[config.mk]
export PLATFORM = sky130hd
export DESIGN_NAME = decimal_line_interval_sorter
export DESIGN_NICKNAME = d
export VERILOG_FILES = /design/src/design/dlis_pkg.sv /design/src/design/dlis_line_parser.sv /design/src/design/dlis_queue_bank.sv /design/src/design/decimal_line_interval_sorter.sv
export SDC_FILE = /design/constraint.sdc
export NUM_CORES = 2
export LEC_CHECK = 0
export BUFFER_PORTS_ARGS = -buffer_cell sky130_fd_sc_hd__buf_2
export CAP_MARGIN = 25
export CORE_MARGIN = 1.5
export CORE_UTILIZATION = 30
export DETAILED_ROUTE_END_ITERATION = 10
export PLACE_DENSITY = 0.52
export SYNTH_ARGS = -nofsm -noshare
export SYNTH_HDL_FRONTEND = slang
export SYNTH_SLANG_ARGS = --single-unit
[constraint.sdc]
create_clock -name aclk -period 6.92 [get_ports aclk]
set_input_delay 0.692 -clock aclk [delete_from_list [all_inputs] [get_ports aclk]]
set_output_delay 0.692 -clock aclk [all_outputs]
set_load 0.005 [all_outputs]
[src/design/dlis_pkg.sv]
package dlis_pkg;

    localparam int QUEUE_DEPTH = 16;
    localparam int NUM_QUEUES  = 3;
    localparam int PTR_W       = $clog2(QUEUE_DEPTH);
    localparam int CNT_W       = $clog2(QUEUE_DEPTH + 1);

    localparam logic [7:0] NEWLINE_CHAR = 8'd10;
    localparam logic [7:0] DIGIT_ZERO   = 8'h30;
    localparam logic [7:0] DIGIT_NINE   = 8'h39;

    localparam logic CMD_CHAR  = 1'b0;
    localparam logic CMD_DRAIN = 1'b1;

    localparam logic [2:0] ST_STORED     = 3'd0;
    localparam logic [2:0] ST_INVALID    = 3'd1;
    localparam logic [2:0] ST_OVERFLOW   = 3'd2;
    localparam logic [2:0] ST_QUEUE_FULL = 3'd3;
    localparam logic [2:0] ST_DRAINED    = 3'd4;
    localparam logic [2:0] ST_ALL_EMPTY  = 3'd5;

    localparam logic [1:0] Q_LOW  = 2'd0;
    localparam logic [1:0] Q_MID  = 2'd1;
    localparam logic [1:0] Q_HIGH = 2'd2;

    localparam logic REG_LOW_BORDER  = 1'b0;
    localparam logic REG_HIGH_BORDER = 1'b1;

    typedef logic [1:0]       qid_t;
    typedef logic [PTR_W-1:0] ptr_t;
    typedef logic [CNT_W-1:0] cnt_t;

    typedef struct packed {
        logic        ok;
        logic        overflow;
        logic [31:0] value;
        logic [15:0] line_number;
    } line_info_t;

    typedef struct packed {
        logic [NUM_QUEUES-1:0] full;
        logic [NUM_QUEUES-1:0] nonempty;
        qid_t                  pop_q;
        logic [31:0]           pop_data;
        logic                  pop_last;
    } queue_status_t;

    function automatic ptr_t next_ptr(input ptr_t p);
        return (p == ptr_t'(QUEUE_DEPTH - 1)) ? '0 : ptr_t'(p + 1'b1);
    endfunction

endpackage

[src/design/dlis_line_parser.sv]
module dlis_line_parser (
    input  logic                aclk,
    input  logic                aresetn,
    input  logic                advance,
    input  logic [7:0]          char_byte,
    output dlis_pkg::line_info_t info
);
    import dlis_pkg::*;

    logic [31:0] acc_reg, acc_next;
    logic        has_reg, has_next;
    logic        inv_reg, inv_next;
    logic        ovf_reg, ovf_next;
    logic [15:0] line_reg, line_next;
    logic [35:0] prod;
    logic [3:0]  digit;
    logic        is_digit;
    logic [15:0] line_sat;

    assign digit    = 4'(char_byte - DIGIT_ZERO);
    assign is_digit = (char_byte >= DIGIT_ZERO) && (char_byte <= DIGIT_NINE);
    assign prod     = {4'd0, acc_reg} * 36'd10 + {32'd0, digit};
    assign line_sat = (line_reg == 16'hFFFF) ? line_reg : 16'(line_reg + 1'b1);

    assign info.ok          = has_reg && !inv_reg;
    assign info.overflow    = ovf_reg;
    assign info.value       = acc_reg;
    assign info.line_number = line_sat;

    always_comb begin
        acc_next  = acc_reg;
        has_next  = has_reg;
        inv_next  = inv_reg;
        ovf_next  = ovf_reg;
        line_next = line_reg;
        if (advance) begin
            if (char_byte == NEWLINE_CHAR) begin
                acc_next  = '0;
                has_next  = 1'b0;
                inv_next  = 1'b0;
                ovf_next  = 1'b0;
                line_next = line_sat;
            end else begin
                has_next = 1'b1;
                if (!is_digit) begin
                    inv_next = 1'b1;
                end else if (!ovf_reg) begin
                    if (prod[35:32] != 4'd0) begin
                        ovf_next = 1'b1;
                    end else begin
                        acc_next = prod[31:0];
                    end
                end
            end
        end
    end

    always_ff @(posedge aclk) begin
        if (!aresetn) begin
            acc_reg  <= '0;
            has_reg  <= 1'b0;
            inv_reg  <= 1'b0;
            ovf_reg  <= 1'b0;
            line_reg <= '0;
        end else begin
            acc_reg  <= acc_next;
            has_reg  <= has_next;
            inv_reg  <= inv_next;
            ovf_reg  <= ovf_next;
            line_reg <= line_next;
        end
    end

endmodule

[src/design/dlis_queue_bank.sv]
module dlis_queue_bank (
    input  logic                   aclk,
    input  logic                   aresetn,
    input  logic                   push_en,
    input  dlis_pkg::qid_t         push_q,
    input  logic [31:0]            push_data,
    input  logic                   pop_en,
    output dlis_pkg::queue_status_t status
);
    import dlis_pkg::*;

    logic [31:0] mem_reg [NUM_QUEUES][QUEUE_DEPTH];
    logic [31:0] head_reg [NUM_QUEUES];
    ptr_t        rd_ptr_reg [NUM_QUEUES];
    ptr_t        wr_ptr_reg [NUM_QUEUES];
    cnt_t        cnt_reg [NUM_QUEUES];
    qid_t        pop_q;
    logic        others_zero;

    always_comb begin
        for (int q = 0; q < NUM_QUEUES; q++) begin
            status.full[q]     = (cnt_reg[q] == cnt_t'(QUEUE_DEPTH));
            status.nonempty[q] = (cnt_reg[q] != '0);
        end
    end

    // lowest nonempty queue wins
    always_comb begin
        if (status.nonempty[0]) begin
            pop_q = Q_LOW;
        end else if (status.nonempty[1]) begin
            pop_q = Q_MID;
        end else begin
            pop_q = Q_HIGH;
        end
    end

    always_comb begin
        others_zero = 1'b1;
        for (int q = 0; q < NUM_QUEUES; q++) begin
            if (qid_t'(q) != pop_q && cnt_reg[q] != '0) begin
                others_zero = 1'b0;
            end
        end
    end

    assign status.pop_q    = pop_q;
    assign status.pop_data = head_reg[pop_q];
    assign status.pop_last = others_zero && (cnt_reg[pop_q] == cnt_t'(1));

    // store the pushed value; hold each queue's oldest entry in head_reg,
    // loading it from the push into an empty queue or refilling it on a pop
    always_ff @(posedge aclk) begin
        if (push_en) begin
            mem_reg[push_q][wr_ptr_reg[push_q]] <= push_data;
        end
        if (push_en && cnt_reg[push_q] == '0) begin
            head_reg[push_q] <= push_data;
        end else if (pop_en) begin
            head_reg[pop_q] <= mem_reg[pop_q][next_ptr(rd_ptr_reg[pop_q])];
        end
    end

    always_ff @(posedge aclk) begin
        if (!aresetn) begin
            for (int q = 0; q < NUM_QUEUES; q++) begin
                rd_ptr_reg[q] <= '0;
                wr_ptr_reg[q] <= '0;
                cnt_reg[q]    <= '0;
            end
        end else begin
            for (int q = 0; q < NUM_QUEUES; q++) begin
                if (push_en && push_q == qid_t'(q)) begin
                    wr_ptr_reg[q] <= next_ptr(wr_ptr_reg[q]);
                end
                if (pop_en && pop_q == qid_t'(q)) begin
                    rd_ptr_reg[q] <= next_ptr(rd_ptr_reg[q]);
                end
                case ({push_en && push_q == qid_t'(q), pop_en && pop_q == qid_t'(q)})
                    2'b10:   cnt_reg[q] <= cnt_t'(cnt_reg[q] + 1'b1);
                    2'b01:   cnt_reg[q] <= cnt_t'(cnt_reg[q] - 1'b1);
                    default: cnt_reg[q] <= cnt_reg[q];
                endcase
            end
        end
    end

endmodule

[src/design/decimal_line_interval_sorter.sv]
// Decimal line interval sorter.
// Input channel (s_valid/s_ready, s_cmd, s_char_byte): with s_cmd = 0 an item
// carries one text character; a newline (10) finishes the line, which is
// parsed as an unsigned 32-bit decimal value and pushed into the low, middle
// or high queue by comparing against low_border and high_border (APB
// registers at byte addresses 0 and 4). With s_cmd = 1 an item drains one
// value, low queue first, then middle, then high, oldest first.
// Result channel (m_valid/m_ready, m_status, m_number, m_queue_id,
// m_line_number, m_last): one item per finished line and per drain; plain
// characters yield none.
// Flow: an accepted item is captured in the input register and handled
// there; its result is then loaded into the output register, which drives
// m_valid. Throughput is one item per cycle unless a stalled result holds
// back a result-producing item; parse, classify and queue update act there.
// Reset (synchronous, aresetn low) empties all queues, clears the line state
// and line counter, and sets the borders to 0 and 4294967295.
// When the receiver stalls, the result is held; character items keep flowing
// behind it, and the first result-producing item waits in the input register.
module decimal_line_interval_sorter (
    input  logic        aclk,
    input  logic        aresetn,
    // APB configuration
    input  logic        psel,
    input  logic        penable,
    input  logic        pwrite,
    input  logic [2:0]  paddr,
    input  logic [31:0] pwdata,
    output logic [31:0] prdata,
    output logic        pready,
    // input items
    input  logic        s_valid,
    output logic        s_ready,
    input  logic        s_cmd,
    input  logic [7:0]  s_char_byte,
    // result items
    output logic        m_valid,
    input  logic        m_ready,
    output logic [2:0]  m_status,
    output logic [31:0] m_number,
    output logic [1:0]  m_queue_id,
    output logic [15:0] m_line_number,
    output logic        m_last
);
    import dlis_pkg::*;

    logic [31:0]   low_border_reg;
    logic [31:0]   high_border_reg;
    logic          cfg_write;

    logic          in_valid_reg;
    logic          in_cmd_reg;
    logic [7:0]    in_char_reg;

    logic          out_valid_reg, out_valid_next;
    logic [2:0]    out_status_reg, out_status_next;
    logic [31:0]   out_number_reg, out_number_next;
    qid_t          out_qid_reg, out_qid_next;
    logic [15:0]   out_line_reg, out_line_next;
    logic          out_last_reg, out_last_next;

    logic          is_newline;
    logic          produces;
    logic          advance;
    logic          any_nonempty;
    qid_t          target_q;
    logic          push_en;
    logic          pop_en;
    line_info_t    info;
    queue_status_t qstat;

    // configuration port: writes decode on paddr[2] only
    assign pready    = 1'b1;
    assign cfg_write = psel && penable && pwrite && pready;
    assign prdata    = (paddr[2] == REG_HIGH_BORDER) ? high_border_reg : low_border_reg;

    always_ff @(posedge aclk) begin
        if (!aresetn) begin
            low_border_reg  <= '0;
            high_border_reg <= '1;
        end else if (cfg_write) begin
            if (paddr[2] == REG_HIGH_BORDER) begin
                high_border_reg <= pwdata;
            end else begin
                low_border_reg <= pwdata;
            end
        end
    end

    // advance the held item unless its result has nowhere to go
    assign is_newline = (in_char_reg == NEWLINE_CHAR);
    assign produces   = (in_cmd_reg == CMD_DRAIN) || is_newline;
    assign advance    = in_valid_reg && (!produces || !out_valid_reg || m_ready);
    assign s_ready    = !in_valid_reg || advance;

    always_ff @(posedge aclk) begin
        if (!aresetn) begin
            in_valid_reg <= 1'b0;
        end else if (s_ready) begin
            in_valid_reg <= s_valid;
        end
    end

    always_ff @(posedge aclk) begin
        if (s_ready && s_valid) begin
            in_cmd_reg  <= s_cmd;
            in_char_reg <= s_char_byte;
        end
    end

    dlis_line_parser u_parser (
        .aclk      (aclk),
        .aresetn   (aresetn),
        .advance   (advance && (in_cmd_reg == CMD_CHAR)),
        .char_byte (in_char_reg),
        .info      (info)
    );

    // classify the finished value against the borders
    always_comb begin
        if (info.value < low_border_reg) begin
            target_q = Q_LOW;
        end else if (info.value <= high_border_reg) begin
            target_q = Q_MID;
        end else begin
            target_q = Q_HIGH;
        end
    end

    assign any_nonempty = |qstat.nonempty;
    assign pop_en  = advance && (in_cmd_reg == CMD_DRAIN) && any_nonempty;
    assign push_en = advance && (in_cmd_reg == CMD_CHAR) && is_newline && info.ok
                     && !info.overflow && !qstat.full[target_q];

    dlis_queue_bank u_queues (
        .aclk      (aclk),
        .aresetn   (aresetn),
        .push_en   (push_en),
        .push_q    (target_q),
        .push_data (info.value),
        .pop_en    (pop_en),
        .status    (qstat)
    );

    // build the result of the item in the processing stage
    always_comb begin
        out_status_next = ST_STORED;
        out_number_next = '0;
        out_qid_next    = Q_LOW;
        out_line_next   = '0;
        out_last_next   = 1'b0;
        if (in_cmd_reg == CMD_DRAIN) begin
            if (any_nonempty) begin
                out_status_next = ST_DRAINED;
                out_number_next = qstat.pop_data;
                out_qid_next    = qstat.pop_q;
                out_last_next   = qstat.pop_last;
            end else begin
                out_status_next = ST_ALL_EMPTY;
            end
        end else begin
            out_line_next = info.line_number;
            if (!info.ok) begin
                out_status_next = ST_INVALID;
            end else if (info.overflow) begin
                out_status_next = ST_OVERFLOW;
            end else begin
                out_number_next = info.value;
                out_qid_next    = target_q;
                out_status_next = qstat.full[target_q] ? ST_QUEUE_FULL : ST_STORED;
            end
        end
    end

    // hold the result until taken; load a new one as it frees
    always_comb begin
        if (advance && produces) begin
            out_valid_next = 1'b1;
        end else if (m_ready) begin
            out_valid_next = 1'b0;
        end else begin
            out_valid_next = out_valid_reg;
        end
    end

    always_ff @(posedge aclk) begin
        if (!aresetn) begin
            out_valid_reg <= 1'b0;
        end else begin
            out_valid_reg <= out_valid_next;
        end
    end

    always_ff @(posedge aclk) begin
        if (advance && produces) begin
            out_status_reg <= out_status_next;
            out_number_reg <= out_number_next;
            out_qid_reg    <= out_qid_next;
            out_line_reg   <= out_line_next;
            out_last_reg   <= out_last_next;
        end
    end

    assign m_valid       = out_valid_reg;
    assign m_status      = out_status_reg;
    assign m_number      = out_number_reg;
    assign m_queue_id    = out_qid_reg;
    assign m_line_number = out_line_reg;
    assign m_last        = out_last_reg;

    // a pop only ever hits a queue that holds something
    assert property (@(posedge aclk) disable iff (!aresetn)
        pop_en |-> qstat.nonempty[qstat.pop_q])
        else $error("pop from empty queue");

    // a push never overruns a full queue
    assert property (@(posedge aclk) disable iff (!aresetn)
        push_en |-> !qstat.full[target_q])
        else $error("push into full queue");

    // the result register never loads while a stalled result is pending
    assert property (@(posedge aclk) disable iff (!aresetn)
        (out_valid_reg && !m_ready) |-> !(advance && produces))
        else $error("result overwritten while stalled");

    // reset leaves no result pending
    assert property (@(posedge aclk)
        !aresetn |=> !m_valid)
        else $error("result valid after reset");

endmodule
==> results.md <==
Status:
- The flow ran to the end, and the final reports show no timing, DRC or antenna violations.

STA:
- At the pin with the least slew margin, the transition time is 1.07 ns.
- The minimum clock period after layout is 5.69 ns.
- The final-layout setup total negative slack is 0 ns.
- The final clock period utilization by the worst path is roughly 80%.
- The clock tree skew after final layout is 0.0572 ns.
- The maximum operating frequency is roughly 180 MHz.
- The worst slew margin relative to its limit is 28.8%.
- The number of endpoints with negative hold slack in the final report was 0.
- Setup violations remaining at the end of the flow were counted as 0.
- The count of pins over their slew limit is 0.
- Setup repair after global routing left no endpoint under its margin.

Setup path:
- The largest individual stage delay along the critical path comes from the cell sky130_fd_sc_hd__o21ai_1.
- The critical setup path kind is reg2reg.
- In this run the register-to-register setup slack is 1.23 ns.
- The worst setup path is captured at a register.
- For this run, the slowest stage of the critical path takes about 0.75 ns.
- The critical path runs through a total of 21 cells.
- The data required time at the worst endpoint is about 7.5 ns.
- The count of buffer and inverter cells on the critical path is 4.
- The cell depth of the worst flop-to-flop path is 21.
- The endpoint of the worst-slack reg-to-reg timing path is u_queues.cnt_reg[2][3]$_DFFE_PP_.
- The worst setup path is launched from a register.
- The termination of the worst setup path is u_queues.cnt_reg[2][3]$_DFFE_PP_.
- The critical register-to-register path startpoint is low_border_reg[31]$_SDFFE_PN0P_.
- The signal on the critical path passes through inv_1, ha_1, nand4_1, nor4_1, nor4b_1, inv_1, o21ai_1, nand2b_1, o21ai_1, buf_4, nand2_1, ha_1, nor2_1, nand2_1, o41ai_2, buf_4, nor2_1, nand3_1, o21ai_0, a22oi_1, o21ai_0.
- The cell type group with the largest total delay on the critical path is simple AND/OR/NAND/NOR gates.
- The worst endpoint data arrival time is 6.25 ns.
- Tracing the worst setup path back leads to its startpoint at low_border_reg[31]$_SDFFE_PN0P_.
- The largest fanout on the critical path is 14.

Cells and area:
- The library cells used most frequently in the layout, excluding fill and tap cells, are sky130_fd_sc_hd__edfxtp_1, sky130_fd_sc_hd__nand2_1, sky130_fd_sc_hd__nand3_1.
- Across the whole layout, storage elements account for approximately 54000 sq um.
- With fillers left out, the area of the finished cells amounts to 89400 sq um.
- The fraction of final layout cells with drive strength greater than 1 is 15.7%.
- The library cell used most frequently in the layout, excluding fill and tap cells, is sky130_fd_sc_hd__edfxtp_1.
- The net count of the finished layout is between 5000 and 6000.
- The total area of multi-input combinational cells is 21800 sq um.
- The flip-flop count of the largest register after layout is ~1500.
- Fill cells in the final layout number about 25000.
- The synthesis-to-layout area growth is 15.2%.
- After the flow finishes, the layout carries non-filler instances totaling 9175.
- The post-route core utilization is 34.8%.

Synth:
- By area the synthesized netlist is led by sky130_fd_sc_hd__edfxtp_1, sky130_fd_sc_hd__mux4_2, sky130_fd_sc_hd__nand2_1.
- For this run, the number of Yosys warnings is 0.
- The mean instance size in the synthesized netlist is roughly 14 sq um.
- Of all flip-flops after synthesis, the portion carrying an async set or reset was 0%.
- Summed over all instances, the cell type with the most area after synthesis is sky130_fd_sc_hd__edfxtp_1.
- The number of enable-type register cells in the synthesized netlist is between 1500 and 2000.
- After synthesis, the largest area contributor takes up 67.1% of total cell area.
- The number of different library cells used by synthesis comes to 91.
- The main flop type after synthesis is sky130_fd_sc_hd__edfxtp_1.
- Synthesis produced 5405 cells.
- In this run the cell area of the synthesized design comes to 77600 sq um.
- The number of flip-flops and latches in the synthesized netlist is ~1900.
- The sequential-to-total area share from yosys stat is between 70% and 80%.
- The net count of the mapped netlist is 5608.

Clock tree:
- The number of levels in the clock H-tree is 4.
- Buffers added to address setup during post-CTS repair amount to 0.
- The source-to-sink clock delay at the later pin of the worst-skew pair is between 0.8 and 0.9 ns.
- Post-CTS repair changed the size of 0 cells.
- The quantity of hold-fixing buffers added after cts is 0.
- After clock tree synthesis, the clock-pin slew on the worst setup and hold paths is roughly 0.060 ns.
- In this run the deepest clock path goes through 3 buffers.
- Clock tree synthesis found a total of 1851 sinks.
- The clock root buffer is sky130_fd_sc_hd__clkbuf_16.
- The CTS tree is done.
- The number of clock buffers added by TritonCTS is approximately 200.

Route:
- The remaining antenna violation count after routing is 0.
- In this run, the number of DRC markers left after iteration 0 of detailed routing was 5686.
- The via count of the routed design is 48100.
- The routed wire length is 241000 um.
- The via density per instance is 5.25.
- The final routed DRC violation total is 0.
- The average wire per standard cell is 26.3 um.
- The detailed-routing iteration count for the pre-antenna-repair pass is 5.

Place:
- The final weighted congestion in routability-driven placement is 0.825.
- In this run the tool buffered the top-level ports with 136 buffer cells.
- The placed standard-cell area is ~83000 sq um.
- Once detailed placement completed, the half-perimeter wirelength came to 142000 um.
- Once placement completed, the tool counted placed cells totaling 8820.

Floorplanning:
- Pin placement for this block handled 140 I/O pins.
- The horizontal die dimension is 512 um.
- The overall die area is 262000 sq um.
- The floorplan has 186 rows.
- The starting utilization of the core area is a little under a third.
- The floorplan step defined a core boundary enclosing 257000 sq um.
- The floorplan step set the die height to 512 um.

Flow run:
- The tool flagged a number of max-cap violations equal to 0.

GRT:
- The global-route total usage across every layer is 18.0%.
- The initial antenna violation count is 16.
- The number of global-route vias before repair came to between 40000 and 50000.
- The first global-routing pass estimated 343000 um of wire.
- Entering global routing, the biggest net connects 122 pins.
- The total overflow reported by the global router is 0.

Power:
- The power per cell area is ~270 nW/um^2.
- In this run the static leakage power is 0.0321 uW.
- VDD sags by at most 0.217 mV.

Hold path:
- The start point of the worst hold path is s_char_byte[6].
- The path class of the tightest hold or removal check is in2reg.
-- routing by layer --
| layer | part of all wire [%] | track usage [%] | routed length [um] | vias up |
|---|---|---|---|---|
| li1 | - | - | - | 21200 |
| met1 | 43 | 24.5 | 103000 | 24900 |
| met2 | 48 | 29.3 | 115000 | 1739 |
| met3 | 6.6 | 2.65 | 16000 | 350 |
| met4 | 3.2 | 6.06 | 7640 | 4 |
| met5 | 0.0091 | 0 | 22 | - |
-- final cells by class --
cell class / count / share of cell area (%)
flip-flops and latches: 1851 / 60.9
multi-input cells: 3155 / 24.4
clock buffers: 257 / 5.88
well taps: 3384 / 4.74
repair buffers: 335 / 2.76
clock inverters: 93 / 0.908
inverters: 97 / 0.407
diodes: 3 / 0.00840
-- Yosys cell counts, drive strengths merged, types with 43 or more instances --
library cell and count:
a31oi 113, nand2 985, edfxtp 1734, a21oi 215, mux4 177, ha 148
dfxtp 117, and3 85, a22o 44, nand3 216, o21ai 245, clkbuf 191
o22ai 43, buf 111, nor2 218, xnor2 44, mux2i 82, inv 97
-- logic make-up (layout without fill, tap and decap cells) --
group           after synthesis  count (layout)  synth area share (%)
flops                      1851            1851                  70.1
fa+ha+maj                   152             152                  2.49
other cells                   1               4               0.00483
xor+xnor                     83              83                 0.956
simple gates               1697            1697                  9.63
compound gates              957             957                  8.05
buf+inv                     399             782                  2.45
mux                         265             265                  6.30
-- how the worst min path moves through the flow --
stage	endpoint	depth (start not counted)	slack [ns]
detailed placement	low_border_reg[4]$_SDFFE_PN0P_	2	0.45
finish	in_char_reg[6]$_DFFE_PP_	1	0.07
global placement	low_border_reg[14]$_SDFFE_PN0P_	2	0.44
CTS	in_char_reg[6]$_DFFE_PP_	1	0.04
floorplan	low_border_reg[10]$_SDFFE_PN0P_	2	0.44
global route	in_char_reg[6]$_DFFE_PP_	1	0.04
-- where the power goes --
group	leakage [uW]	switching [uW]	internal [uW]	total [uW]
combinational	0.0104	1390	593	1980
clock	0.00293	4380	5670	10100
sequential	0.0187	33.8	12100	12200
-- worst register-to-register path, stage by stage, from the launching register on --
cell and delay [ns]:
sky130_fd_sc_hd__dfxtp_1 0.34, sky130_fd_sc_hd__inv_1 0.08, sky130_fd_sc_hd__ha_1 0.30, sky130_fd_sc_hd__nand4_1 0.14
sky130_fd_sc_hd__nor4_1 0.61, sky130_fd_sc_hd__nor4b_1 0.69, sky130_fd_sc_hd__inv_1 0.14, sky130_fd_sc_hd__o21ai_1 0.75
sky130_fd_sc_hd__nand2b_1 0.15, sky130_fd_sc_hd__o21ai_1 0.28, sky130_fd_sc_hd__buf_4 0.24, sky130_fd_sc_hd__nand2_1 0.17
sky130_fd_sc_hd__ha_1 0.27, sky130_fd_sc_hd__nor2_1 0.15, sky130_fd_sc_hd__nand2_1 0.08, sky130_fd_sc_hd__o41ai_2 0.23
sky130_fd_sc_hd__buf_4 0.27, sky130_fd_sc_hd__nor2_1 0.13, sky130_fd_sc_hd__nand3_1 0.11, sky130_fd_sc_hd__o21ai_0 0.07
sky130_fd_sc_hd__a22oi_1 0.13, sky130_fd_sc_hd__o21ai_0 0.10
-- metrics by stage --
| stage | total power, uW | worst slack, ns | hold WS [ns] |
|---|---|---|---|
| after detailed placement | 14400 | 1.29 | 0.447 |
| after floorplan | 13500 | 0.683 | 0.436 |
| after global placement | 14400 | 1.25 | 0.443 |
| after CTS | 24400 | 1.23 | 0.0351 |
| final | 24200 | 1.23 | 0.0728 |
| after global routing | 24900 | 0.675 | 0.0387 |
Note: power is estimated with default switching activity, not from simulation.
